## src/rtl/sss_pkg.sv

```systemverilog
`default_nettype none
package sss_pkg;

    localparam int CAPACITY_DEF = 16;
    localparam int FUNC_W       = 3;
    localparam int VAL_W        = 32;
    localparam int IDX_W        = 4;
    localparam int POS_W        = 4;
    localparam int CNT_W        = 5;
    localparam int ERR_W        = 2;

    typedef enum logic [FUNC_W-1:0] {
        FUNC_ADD    = 3'd0,
        FUNC_REMOVE = 3'd1,
        FUNC_FIND   = 3'd2,
        FUNC_CLEAR  = 3'd3,
        FUNC_SORT   = 3'd4,
        FUNC_READ   = 3'd5
    } func_t;

    typedef enum logic [ERR_W-1:0] {
        ERR_OK    = 2'd0,
        ERR_FULL  = 2'd1,
        ERR_RANGE = 2'd2
    } err_t;

    typedef enum logic [1:0] {
        RD_AT_I     = 2'd0,
        RD_AT_NEXT  = 2'd1,
        RD_AT_INDEX = 2'd2
    } rd_sel_t;

    typedef struct packed {
        logic    load;
        logic    rd_en;
        rd_sel_t rd_sel;
        logic    set_hit;
        logic    inc_i;
        logic    wr_add;
        logic    wr_shift;
        logic    dec_fill;
        logic    clr_fill;
        logic    ld_carry;
        logic    sort_step;
        logic    init_lim;
        logic    sort_end;
        logic    err_full;
        logic    err_range;
        logic    take_read;
        logic    finish;
    } dp_cmd_t;

    typedef struct packed {
        logic [FUNC_W-1:0] func;
        logic              match;
        logic              hit;
        logic              more_entries;
        logic              fill_empty;
        logic              fill_gt1;
        logic              full;
        logic              idx_ok;
        logic              sort_more;
        logic              lim_gt1;
    } dp_stat_t;

endpackage
`default_nettype wire

```

## src/rtl/sss_ctrl.sv

```systemverilog
`default_nettype none
module sss_ctrl
    import sss_pkg::*;
(
    input  wire logic     clk,
    input  wire logic     rst_n,
    input  wire logic     start,
    input  wire dp_stat_t stat,
    output dp_cmd_t       cmd,
    output logic          busy
);

    typedef enum logic [12:0] {
        S_IDLE     = 13'b0000000000001,
        S_DECODE   = 13'b0000000000010,
        S_SRCH_RD  = 13'b0000000000100,
        S_SRCH_CMP = 13'b0000000001000,
        S_EXEC     = 13'b0000000010000,
        S_SHIFT_RD = 13'b0000000100000,
        S_SHIFT_WR = 13'b0000001000000,
        S_READ_W   = 13'b0000010000000,
        S_SORT_LD  = 13'b0000100000000,
        S_SORT_LDW = 13'b0001000000000,
        S_SORT_RD  = 13'b0010000000000,
        S_SORT_CMP = 13'b0100000000000,
        S_SORT_END = 13'b1000000000000
    } state_t;

    state_t state_reg;
    state_t state_next;

    always_ff @(posedge clk or negedge rst_n)
    begin
        if (!rst_n)
        begin
            state_reg <= S_IDLE;
        end
        else
        begin
            state_reg <= state_next;
        end
    end

    assign busy = (state_reg != S_IDLE);

    always_comb
    begin
        cmd        = '0;
        cmd.rd_sel = RD_AT_I;
        state_next = state_reg;
        case (state_reg)
            S_IDLE:
            begin
                if (start)
                begin
                    cmd.load   = 1'b1;
                    state_next = S_DECODE;
                end
            end
            S_DECODE:
            begin
                if (stat.func == FUNC_ADD || stat.func == FUNC_REMOVE ||
                    stat.func == FUNC_FIND)
                begin
                    if (stat.fill_empty)
                    begin
                        state_next = S_EXEC;
                    end
                    else
                    begin
                        cmd.rd_en  = 1'b1;
                        cmd.rd_sel = RD_AT_I;
                        state_next = S_SRCH_CMP;
                    end
                end
                else if (stat.func == FUNC_CLEAR)
                begin
                    cmd.clr_fill = 1'b1;
                    cmd.finish   = 1'b1;
                    state_next   = S_IDLE;
                end
                else if (stat.func == FUNC_SORT)
                begin
                    if (stat.fill_gt1)
                    begin
                        cmd.init_lim = 1'b1;
                        state_next   = S_SORT_LD;
                    end
                    else
                    begin
                        cmd.finish = 1'b1;
                        state_next = S_IDLE;
                    end
                end
                else if (stat.func == FUNC_READ)
                begin
                    if (stat.idx_ok)
                    begin
                        cmd.rd_en  = 1'b1;
                        cmd.rd_sel = RD_AT_INDEX;
                        state_next = S_READ_W;
                    end
                    else
                    begin
                        cmd.err_range = 1'b1;
                        cmd.finish    = 1'b1;
                        state_next    = S_IDLE;
                    end
                end
                else
                begin
                    cmd.finish = 1'b1;
                    state_next = S_IDLE;
                end
            end
            S_SRCH_RD:
            begin
                cmd.rd_en  = 1'b1;
                cmd.rd_sel = RD_AT_I;
                state_next = S_SRCH_CMP;
            end
            S_SRCH_CMP:
            begin
                if (stat.match)
                begin
                    cmd.set_hit = 1'b1;
                    state_next  = S_EXEC;
                end
                else if (stat.more_entries)
                begin
                    cmd.inc_i  = 1'b1;
                    state_next = S_SRCH_RD;
                end
                else
                begin
                    state_next = S_EXEC;
                end
            end
            S_EXEC:
            begin
                if (stat.func == FUNC_REMOVE && stat.hit)
                begin
                    state_next = S_SHIFT_RD;
                end
                else
                begin
                    if (stat.func == FUNC_ADD && !stat.hit)
                    begin
                        if (stat.full)
                        begin
                            cmd.err_full = 1'b1;
                        end
                        else
                        begin
                            cmd.wr_add = 1'b1;
                        end
                    end
                    cmd.finish = 1'b1;
                    state_next = S_IDLE;
                end
            end
            S_SHIFT_RD:
            begin
                if (stat.more_entries)
                begin
                    cmd.rd_en  = 1'b1;
                    cmd.rd_sel = RD_AT_NEXT;
                    state_next = S_SHIFT_WR;
                end
                else
                begin
                    cmd.dec_fill = 1'b1;
                    cmd.finish   = 1'b1;
                    state_next   = S_IDLE;
                end
            end
            S_SHIFT_WR:
            begin
                cmd.wr_shift = 1'b1;
                cmd.inc_i    = 1'b1;
                state_next   = S_SHIFT_RD;
            end
            S_READ_W:
            begin
                cmd.take_read = 1'b1;
                cmd.finish    = 1'b1;
                state_next    = S_IDLE;
            end
            S_SORT_LD:
            begin
                cmd.rd_en  = 1'b1;
                cmd.rd_sel = RD_AT_I;
                state_next = S_SORT_LDW;
            end
            S_SORT_LDW:
            begin
                cmd.ld_carry = 1'b1;
                state_next   = S_SORT_RD;
            end
            S_SORT_RD:
            begin
                cmd.rd_en  = 1'b1;
                cmd.rd_sel = RD_AT_NEXT;
                state_next = S_SORT_CMP;
            end
            S_SORT_CMP:
            begin
                cmd.sort_step = 1'b1;
                if (stat.sort_more)
                begin
                    state_next = S_SORT_RD;
                end
                else
                begin
                    state_next = S_SORT_END;
                end
            end
            S_SORT_END:
            begin
                cmd.sort_end = 1'b1;
                if (stat.lim_gt1)
                begin
                    state_next = S_SORT_LD;
                end
                else
                begin
                    cmd.finish = 1'b1;
                    state_next = S_IDLE;
                end
            end
            default:
            begin
                state_next = S_IDLE;
            end
        endcase
    end

endmodule
`default_nettype wire

```

## src/rtl/sss_datapath.sv

```systemverilog
`default_nettype none
module sss_datapath
    import sss_pkg::*;
#(
    parameter int CAPACITY = CAPACITY_DEF
)
(
    input  wire logic                    clk,
    input  wire logic                    rst_n,
    input  wire logic [FUNC_W-1:0]       func,
    input  wire logic signed [VAL_W-1:0] value,
    input  wire logic [IDX_W-1:0]        index,
    input  wire dp_cmd_t                 cmd,
    output dp_stat_t                     stat,
    output logic                         done,
    output logic                         found,
    output logic [POS_W-1:0]             position,
    output logic [CNT_W-1:0]             count,
    output logic signed [VAL_W-1:0]      read_value,
    output logic [ERR_W-1:0]             error
);

    localparam int AW = $clog2(CAPACITY);
    localparam int CW = $clog2(CAPACITY + 1);
    localparam int XW = (CW > IDX_W) ? CW : IDX_W;
    localparam int PW = (AW > POS_W) ? AW : POS_W;
    localparam int NW = (CW > CNT_W) ? CW : CNT_W;
    localparam logic [CW-1:0] CAP_CNT = CW'(CAPACITY);

    logic [VAL_W-1:0] entry_mem [CAPACITY];

    logic [FUNC_W-1:0]       func_reg;
    logic [VAL_W-1:0]        value_reg;
    logic [IDX_W-1:0]        index_reg;
    logic [CW-1:0]           fill_reg;
    logic [CW-1:0]           fill_next;
    logic [AW-1:0]           i_reg;
    logic [AW-1:0]           i_next;
    logic [AW-1:0]           lim_reg;
    logic [AW-1:0]           lim_next;
    logic [AW-1:0]           pos_reg;
    logic [AW-1:0]           pos_next;
    logic                    hit_reg;
    logic                    hit_next;
    err_t                    err_reg;
    err_t                    err_next;
    logic [VAL_W-1:0]        rdv_reg;
    logic [VAL_W-1:0]        rdv_next;
    logic [VAL_W-1:0]        carry_reg;
    logic [VAL_W-1:0]        rd_data_reg;
    logic                    done_reg;
    logic                    found_reg;
    logic [POS_W-1:0]        position_reg;
    logic [CNT_W-1:0]        count_reg;
    logic [VAL_W-1:0]        read_value_reg;
    err_t                    error_reg;

    logic [CW-1:0]           i_ext;
    logic [CW-1:0]           i_inc;
    logic [XW-1:0]           idx_x;
    logic [XW-1:0]           fill_x;
    logic [PW-1:0]           pos_wide;
    logic [NW-1:0]           cnt_wide;
    logic [AW-1:0]           rd_addr;
    logic                    wr_en;
    logic [AW-1:0]           wr_addr;
    logic [VAL_W-1:0]        wr_data;
    logic                    carry_gt;

    assign i_ext    = CW'(i_reg);
    assign i_inc    = i_ext + CW'(1);
    assign idx_x    = XW'(index_reg);
    assign fill_x   = XW'(fill_reg);
    assign carry_gt = $signed(carry_reg) > $signed(rd_data_reg);

    assign stat.func         = func_reg;
    assign stat.match        = (rd_data_reg == value_reg);
    assign stat.hit          = hit_reg;
    assign stat.more_entries = (i_inc < fill_reg);
    assign stat.fill_empty   = (fill_reg == '0);
    assign stat.fill_gt1     = (fill_reg > CW'(1));
    assign stat.full         = (fill_reg == CAP_CNT);
    assign stat.idx_ok       = (idx_x < fill_x);
    assign stat.sort_more    = (i_inc < CW'(lim_reg));
    assign stat.lim_gt1      = (lim_reg > AW'(1));

    always_comb
    begin
        case (cmd.rd_sel)
            RD_AT_I:     rd_addr = i_reg;
            RD_AT_NEXT:  rd_addr = AW'(i_inc);
            RD_AT_INDEX: rd_addr = AW'(idx_x);
            default:     rd_addr = i_reg;
        endcase
    end

    always_comb
    begin
        wr_en   = 1'b0;
        wr_addr = i_reg;
        wr_data = carry_reg;
        if (cmd.wr_add)
        begin
            wr_en   = 1'b1;
            wr_addr = AW'(fill_reg);
            wr_data = value_reg;
        end
        else if (cmd.wr_shift)
        begin
            wr_en   = 1'b1;
            wr_data = rd_data_reg;
        end
        else if (cmd.sort_step)
        begin
            wr_en   = 1'b1;
            wr_data = carry_gt ? rd_data_reg : carry_reg;
        end
        else if (cmd.sort_end)
        begin
            wr_en   = 1'b1;
            wr_addr = lim_reg;
        end
    end

    // entry storage
    always_ff @(posedge clk)
    begin
        if (wr_en)
        begin
            entry_mem[wr_addr] <= wr_data;
        end
    end

    always_ff @(posedge clk)
    begin
        if (cmd.rd_en)
        begin
            rd_data_reg <= entry_mem[rd_addr];
        end
    end

    always_ff @(posedge clk)
    begin
        if (cmd.load)
        begin
            func_reg  <= func;
            value_reg <= value;
            index_reg <= index;
        end
        if (cmd.ld_carry || (cmd.sort_step && !carry_gt))
        begin
            carry_reg <= rd_data_reg;
        end
    end

    always_comb
    begin
        fill_next = fill_reg;
        if (cmd.clr_fill)
        begin
            fill_next = '0;
        end
        else if (cmd.wr_add)
        begin
            fill_next = fill_reg + CW'(1);
        end
        else if (cmd.dec_fill)
        begin
            fill_next = fill_reg - CW'(1);
        end
    end

    always_comb
    begin
        hit_next = hit_reg;
        pos_next = pos_reg;
        err_next = err_reg;
        rdv_next = rdv_reg;
        i_next   = i_reg;
        lim_next = lim_reg;
        if (cmd.load)
        begin
            hit_next = 1'b0;
            pos_next = '0;
            err_next = ERR_OK;
            rdv_next = '0;
            i_next   = '0;
        end
        if (cmd.set_hit)
        begin
            hit_next = 1'b1;
            pos_next = i_reg;
        end
        if (cmd.err_full)
        begin
            err_next = ERR_FULL;
        end
        if (cmd.err_range)
        begin
            err_next = ERR_RANGE;
        end
        if (cmd.take_read)
        begin
            rdv_next = rd_data_reg;
        end
        if (cmd.inc_i || cmd.sort_step)
        begin
            i_next = AW'(i_inc);
        end
        if (cmd.init_lim)
        begin
            i_next   = '0;
            lim_next = AW'(fill_reg - CW'(1));
        end
        if (cmd.sort_end)
        begin
            i_next   = '0;
            lim_next = lim_reg - AW'(1);
        end
    end

    assign pos_wide = PW'(pos_next);
    assign cnt_wide = NW'(fill_next);

    always_ff @(posedge clk or negedge rst_n)
    begin
        if (!rst_n)
        begin
            fill_reg       <= '0;
            hit_reg        <= 1'b0;
            pos_reg        <= '0;
            err_reg        <= ERR_OK;
            rdv_reg        <= '0;
            i_reg          <= '0;
            lim_reg        <= '0;
            done_reg       <= 1'b0;
            found_reg      <= 1'b0;
            position_reg   <= '0;
            count_reg      <= '0;
            read_value_reg <= '0;
            error_reg      <= ERR_OK;
        end
        else
        begin
            fill_reg <= fill_next;
            hit_reg  <= hit_next;
            pos_reg  <= pos_next;
            err_reg  <= err_next;
            rdv_reg  <= rdv_next;
            i_reg    <= i_next;
            lim_reg  <= lim_next;
            done_reg <= cmd.finish;
            if (cmd.finish)
            begin
                found_reg      <= hit_next;
                position_reg   <= pos_wide[POS_W-1:0];
                count_reg      <= cnt_wide[CNT_W-1:0];
                read_value_reg <= rdv_next;
                error_reg      <= err_next;
            end
        end
    end

    assign done       = done_reg;
    assign found      = found_reg;
    assign position   = position_reg;
    assign count      = count_reg;
    assign read_value = read_value_reg;
    assign error      = error_reg;

endmodule
`default_nettype wire

```

## src/rtl/small_set_store_with_sort.sv

```systemverilog
// one request per start; the result strobe done ends each request: add/remove/find compare the
// stored entries in turn until a match (none on an empty set), a remove with a match then shifts
// the later entries down one place, and sort makes passes over the entries, each pass one shorter
// than the last, down to a pass over the first two; busy is high until the strobe, a new request
// may start in the done cycle
// rst_n clears the fill count and control state asynchronously; entries are not cleared
`default_nettype none
module small_set_store_with_sort
    import sss_pkg::*;
#(
    parameter int CAPACITY = CAPACITY_DEF
)
(
    input  wire logic                    clk,
    input  wire logic                    rst_n,
    input  wire logic                    start,
    input  wire logic [FUNC_W-1:0]       func,
    input  wire logic signed [VAL_W-1:0] value,
    input  wire logic [IDX_W-1:0]        index,
    output logic                         busy,
    output logic                         done,
    output logic                         found,
    output logic [POS_W-1:0]             position,
    output logic [CNT_W-1:0]             count,
    output logic signed [VAL_W-1:0]      read_value,
    output logic [ERR_W-1:0]             error
);

    dp_cmd_t  cmd;
    dp_stat_t stat;

    sss_ctrl u_ctrl (
        .clk   (clk),
        .rst_n (rst_n),
        .start (start),
        .stat  (stat),
        .cmd   (cmd),
        .busy  (busy)
    );

    sss_datapath #(
        .CAPACITY (CAPACITY)
    ) u_datapath (
        .clk        (clk),
        .rst_n      (rst_n),
        .func       (func),
        .value      (value),
        .index      (index),
        .cmd        (cmd),
        .stat       (stat),
        .done       (done),
        .found      (found),
        .position   (position),
        .count      (count),
        .read_value (read_value),
        .error      (error)
    );

endmodule
`default_nettype wire

```

## config.mk

```make
export PLATFORM = sky130hd
export DESIGN_NAME = small_set_store_with_sort
export DESIGN_NICKNAME = d
export VERILOG_FILES = /design/src/rtl/sss_pkg.sv /design/src/rtl/sss_ctrl.sv /design/src/rtl/sss_datapath.sv /design/src/rtl/small_set_store_with_sort.sv
export SDC_FILE = /design/constraint.sdc
export NUM_CORES = 1
export LEC_CHECK = 0
export BUFFER_PORTS_ARGS = -buffer_cell sky130_fd_sc_hd__buf_2
export CORE_MARGIN = 4
export CORE_UTILIZATION = 30
export CTS_CLUSTER_DIAMETER = 120
export DETAILED_ROUTE_END_ITERATION = 10
export RECOVER_POWER = 25
export SLEW_MARGIN = 30
export SYNTH_ARGS = -nofsm -noshare
export SYNTH_HDL_FRONTEND = slang
export SYNTH_HIERARCHICAL = 1
export SYNTH_SLANG_ARGS = --single-unit
```

## constraint.sdc

```tcl
create_clock -name clk -period 4.7 [get_ports clk]
set_input_delay 0.47 -clock clk [delete_from_list [all_inputs] [get_ports clk]]
set_output_delay 0.47 -clock clk [all_outputs]
set_load 0.02 [all_outputs]
```

* Yosys cells after proc, flatten, opt, wreduce, memory -nomap -nowiden
Memory sizes are Yosys's and may differ from the RTL's. A register that Yosys moved wholly into a read port is not among the register bits. Cells that the tools add are included.
Word-level totals: register bits 181, RAM bits 512, input port bits 42, output and inout bits 46, memories kept 1
Cells by class: $add $sub $neg 4, magnitude comparators 6, equal/unequal tests 24, muxes and demuxes 100, reductions and logical operators 14
Memory list:
- u_datapath.entry_mem | depth 16, width 32, read ports 1, clocked after Yosys merged registers in 1, wr ports 1, line sss_datapath.sv:30 | logic [VAL_W-1:0] entry_mem [CAPACITY];
Operators with widths (count):
- two-way mux 32 bit | 6
- case mux 13 bit (12 select lines) | 1
- two-way mux 13 bit | 6
- two-way mux 1 bit | 50
- two-way mux 4 bit | 12
- equality test 32 bit | 1
- greater-than comparator 32 bit | 1
- two-way mux 5 bit | 6
- two-way mux 3 bit | 7
- two-way mux 9 bit | 2
- equality test 13 x 1 -> 1 bit (second input constant) | 1
- equality test 13 x 10 -> 1 bit (second input constant) | 1
- equality test 13 x 11 -> 1 bit (second input constant) | 1
- equality test 13 x 12 -> 1 bit (second input constant) | 1
- equality test 13 bit (second input constant) | 1
- equality test 13 x 2 -> 1 bit (second input constant) | 1
- equality test 13 x 3 -> 1 bit (second input constant) | 1
- equality test 13 x 4 -> 1 bit (second input constant) | 1
- equality test 13 x 5 -> 1 bit (second input constant) | 1
- equality test 13 x 6 -> 1 bit (second input constant) | 1
- equality test 13 x 7 -> 1 bit (second input constant) | 1
- equality test 13 x 8 -> 1 bit (second input constant) | 1
- equality test 13 x 9 -> 1 bit (second input constant) | 1
- inequality test 13 x 1 -> 1 bit (second input constant) | 1
- 32 further kinds | 42

* Logic depth before layout (Yosys ltp)
depth after elaboration 9, mapped depth 20, gate-level depth less buffers 18

* Modules after synthesis
The synthesis kept the hierarchy.
By module, submodules not included:
- sss_datapath | times used 1, cells an instance 1644, area each 29159.2 um^2, sequential area each 20895.0 um^2
- sss_ctrl | times used 1, cells an instance 121, area each 1041.0 um^2, sequential area each 326.6 um^2

* Worst setup path before layout
No wires, ideal clock.
path kind reg2reg, start register u_ctrl.state_reg[7], end register u_datapath.read_value_reg[23] (netlist: u_datapath/read_value[23]), setup time 125 ps, arrival 4314 ps, data required time 4575 ps, slack 262 ps, cell stages (with the launch flop) 8, buffers on the path 1, clock period less this slack 4438 ps, cell sequence dfrtp_1 > or4_4 > or3_1 > nor2_1 > nor2_1 > clkbuf_1 > a22o_1 > mux2_2
RTL lines:
- start: declaration | line sss_ctrl.sv:29 | state_t state_reg;
- start signal: assignment | line sss_ctrl.sv:40 | state_reg <= state_next;
- end signal: assignment | line sss_datapath.sv:258 | read_value_reg <= rdv_next;
- end: declaration | line sss_datapath.sv:55 | logic [VAL_W-1:0] read_value_reg;

==> run summary <==
total routed wirelength = 80.7 mm
n_diodes = 0
outcome = finished with violations
Total GRT Usage = 0.149
Peak VDD IR = 254 uV
setup tns final = 0 ps
Ys Warns = 6
IO Pins = 88
Crit Path Category = reg -> reg
drt wl/cell = 24.4 um
Biggest register = u_datapath/entry_mem
GP Congestion = 0.845
Max Slew Vio Count = 113
RSZ-0062 raised after global routing = no
WP data required = 5220 ps
Root Buffer = clkbuf_16
CTS HTree Levels = 3
fin nets = 2045
FP Rows = 116
Routed Antenna Nets = 0
post-synthesis cell type count = 74
largest area contributor in the netlist = edfxtp_1
Clock Pin Slew Worst Setup and Hold Paths = 60 ps
Clock Skew = 46.2 ps
Area growth syn-to-layout = 18.2%
share of cells above drive strength 1 = 0.234
CP Capture Type = register
Detailed Route Iter0 Violations = 1716
Worst setup SP type = register
FF+latch count, synth = 725
CP Max Fanout = 24
vias in the first global route = 17300
Synth Instances = 1765
core area = 0.100 mm^2
initial core utilization = 0.302
Final Non-Filler Cells = 3314
routed vias/inst = 5.12
TritonCTS clock tree = built
port bufs = 87
HPWL after DPL = 47.1 mm
cell area after synthesis = 0.0302 mm^2
commonest non-fill, non-tap cell in the layout = edfxtp_1
Skew-Pair Late Insertion Delay = 650 ps
hold crit path type = in -> reg
maximum clock rate = 0.221 GHz
Die W = 325 um
commonest non-fill, non-tap cells in the layout = 615 x edfxtp_1, 163 x nand2_1, 128 x mux4_2, 109 x dfrtp_1, 83 x clkbuf_16
max reg flops = 512
max cap viols = 2
DIE AREA = 0.106 mm^2
vias = 17000
clk sink count = 725
Mapped Nets = 1858
Synth Flop Type = edfxtp_1
1st-pass router iterations = 5
Num CTS Buffers = 79
slew at the pin closest to its max-slew limit = 2030 ps
Final setup viols = 0
dpl cell area = 0.0327 mm^2
failing checks = max-capacitance violations, max-slew violations
Static Leak = 12.6 nW
Final Hold Slack = 51.4 ps
final period utilization = 0.961
final core utilization = 0.357
Arr. time, crit path = 5040 ps
Tmin final = 4520 ps
sequential area share after synthesis = 0.703
placed cell count = 3125
Rel. slew slack = -0.350
first-pass GRT wire length = 118 mm
share of Yosys cell area claimed by the top area cell type = 0.612
Avg Cell Area, Syn = 17.1 um^2
Synth area leaders = edfxtp_1 61%, mux4_2 9.5%, dfrtp_1 9.0%
DRC viols = 0
global route overflow = 0
async set-reset flop share out of synthesis = 0.152
initial antenna violation count = 1
EDFF count, synth = 615
clock buffer depth = 3
design area = 0.0357 mm^2
Final Hold Fails = 0
largest net degree at the start of global routing = 77
Pwr per Cell Area = 393 mW/mm^2
Die Y-Extent = 325 um
-- through the flow --
step,power (mW),setup slack [ps]
final,14.0,181
after floorplan,7.65,262
after detailed placement,7.98,-11.2
after global routing,14.5,7.81
after CTS,14.2,20.5
after global placement,7.97,88.6
-- timing repair --
action                                 CTS  global route
gates resized for setup                  1             6
setup endpoints to repair                3            32
hold buffers                            27             1
setup buffers                            0            13
endpoints found under the hold margin   27            75
gates cloned                             0             3
-- cell usage after synthesis, types with 8 or more instances --
cell type,count
a211oi_1,35
and2_1,33
mux2_2,44
buf_4,13
o211ai_2,30
nand2_1,163
a22o_1,35
mux4_2,128
edfxtp_1,615
clkbuf_1,53
o21ai_0,25
o311ai_0,33
nor2_1,53
ha_1,51
nor4_1,10
dfrtp_1,109
nand3_1,14
a21oi_1,29
xor2_1,36
a21o_1,8
inv_1,56
nand2b_1,9
nand4_1,10
xnor2_1,8
buf_2,24
a31oi_1,33
nor3_1,9
-- where the power goes --
part,switching (mW),leakage (nW),total [mW],internal [mW]
Clock,2.62,1.27,6.19,3.57
Combinational,0.445,4.27,0.664,0.219
Sequential,0.139,7.07,7.19,7.05
Total,3.20,12.6,14.0,10.8
-- routing by layer --
layer	track usage	up-vias	share of wire
li1	-	7368	-
met5	0	-	0
met2	0.253	640	0.49
met3	0.0271	133	0.067
met4	0.0428	0	0.029
met1	0.197	8814	0.41
-- critical path: stages (launching register included) --
cell and delay, ps:
dfrtp_1 480, or4_1 650, or3_1 450, nor2_1 1010, nor2_1 530, clkbuf_2 530, a22o_1 420, mux2_2 290
-- kinds of logic (layout without fill, tap and decap cells) --
kind of cell | after synthesis | after routing | share of synthesized area
AO/OA/AOI/OAI | 262 | 262 | 0.0679
XOR/XNOR | 44 | 44 | 0.0128
adder cells (fa/ha/maj) | 51 | 51 | 0.0211
AND/OR/NAND/NOR | 354 | 354 | 0.0593
buffers and inverters | 152 | 403 | 0.0227
flip-flops | 725 | 725 | 0.703
multiplexers | 177 | 177 | 0.114
-- layout make-up --
class	instances	area, um^2
fillers	9280	64300
flip-flops and latches	725	21200
multi-input cells	888	8490
clock buffers	99	2110
well taps	1298	1620
repair buffers	202	1520
clock inverters	46	508
inverters	56	210
-- path summary, 6_finish.rpt --
check,from,to,slack [ps],cells after the start
setup / recovery,u_ctrl/state_reg[6],u_datapath/read_value[12],180,7
hold / removal,value[16],u_datapath/value_reg[16],50,1
setup reg to reg,u_ctrl/state_reg[6],u_datapath/read_value[12],180,7
hold reg to reg,u_datapath/rdv_reg[22],u_datapath/rdv_reg[22],500,1
max in group asynchronous,rst_n,u_datapath/rdv_reg[16],1000,3
min in group asynchronous,rst_n,u_datapath/count[0],940,2
Power figures use the tool's default switching activity.
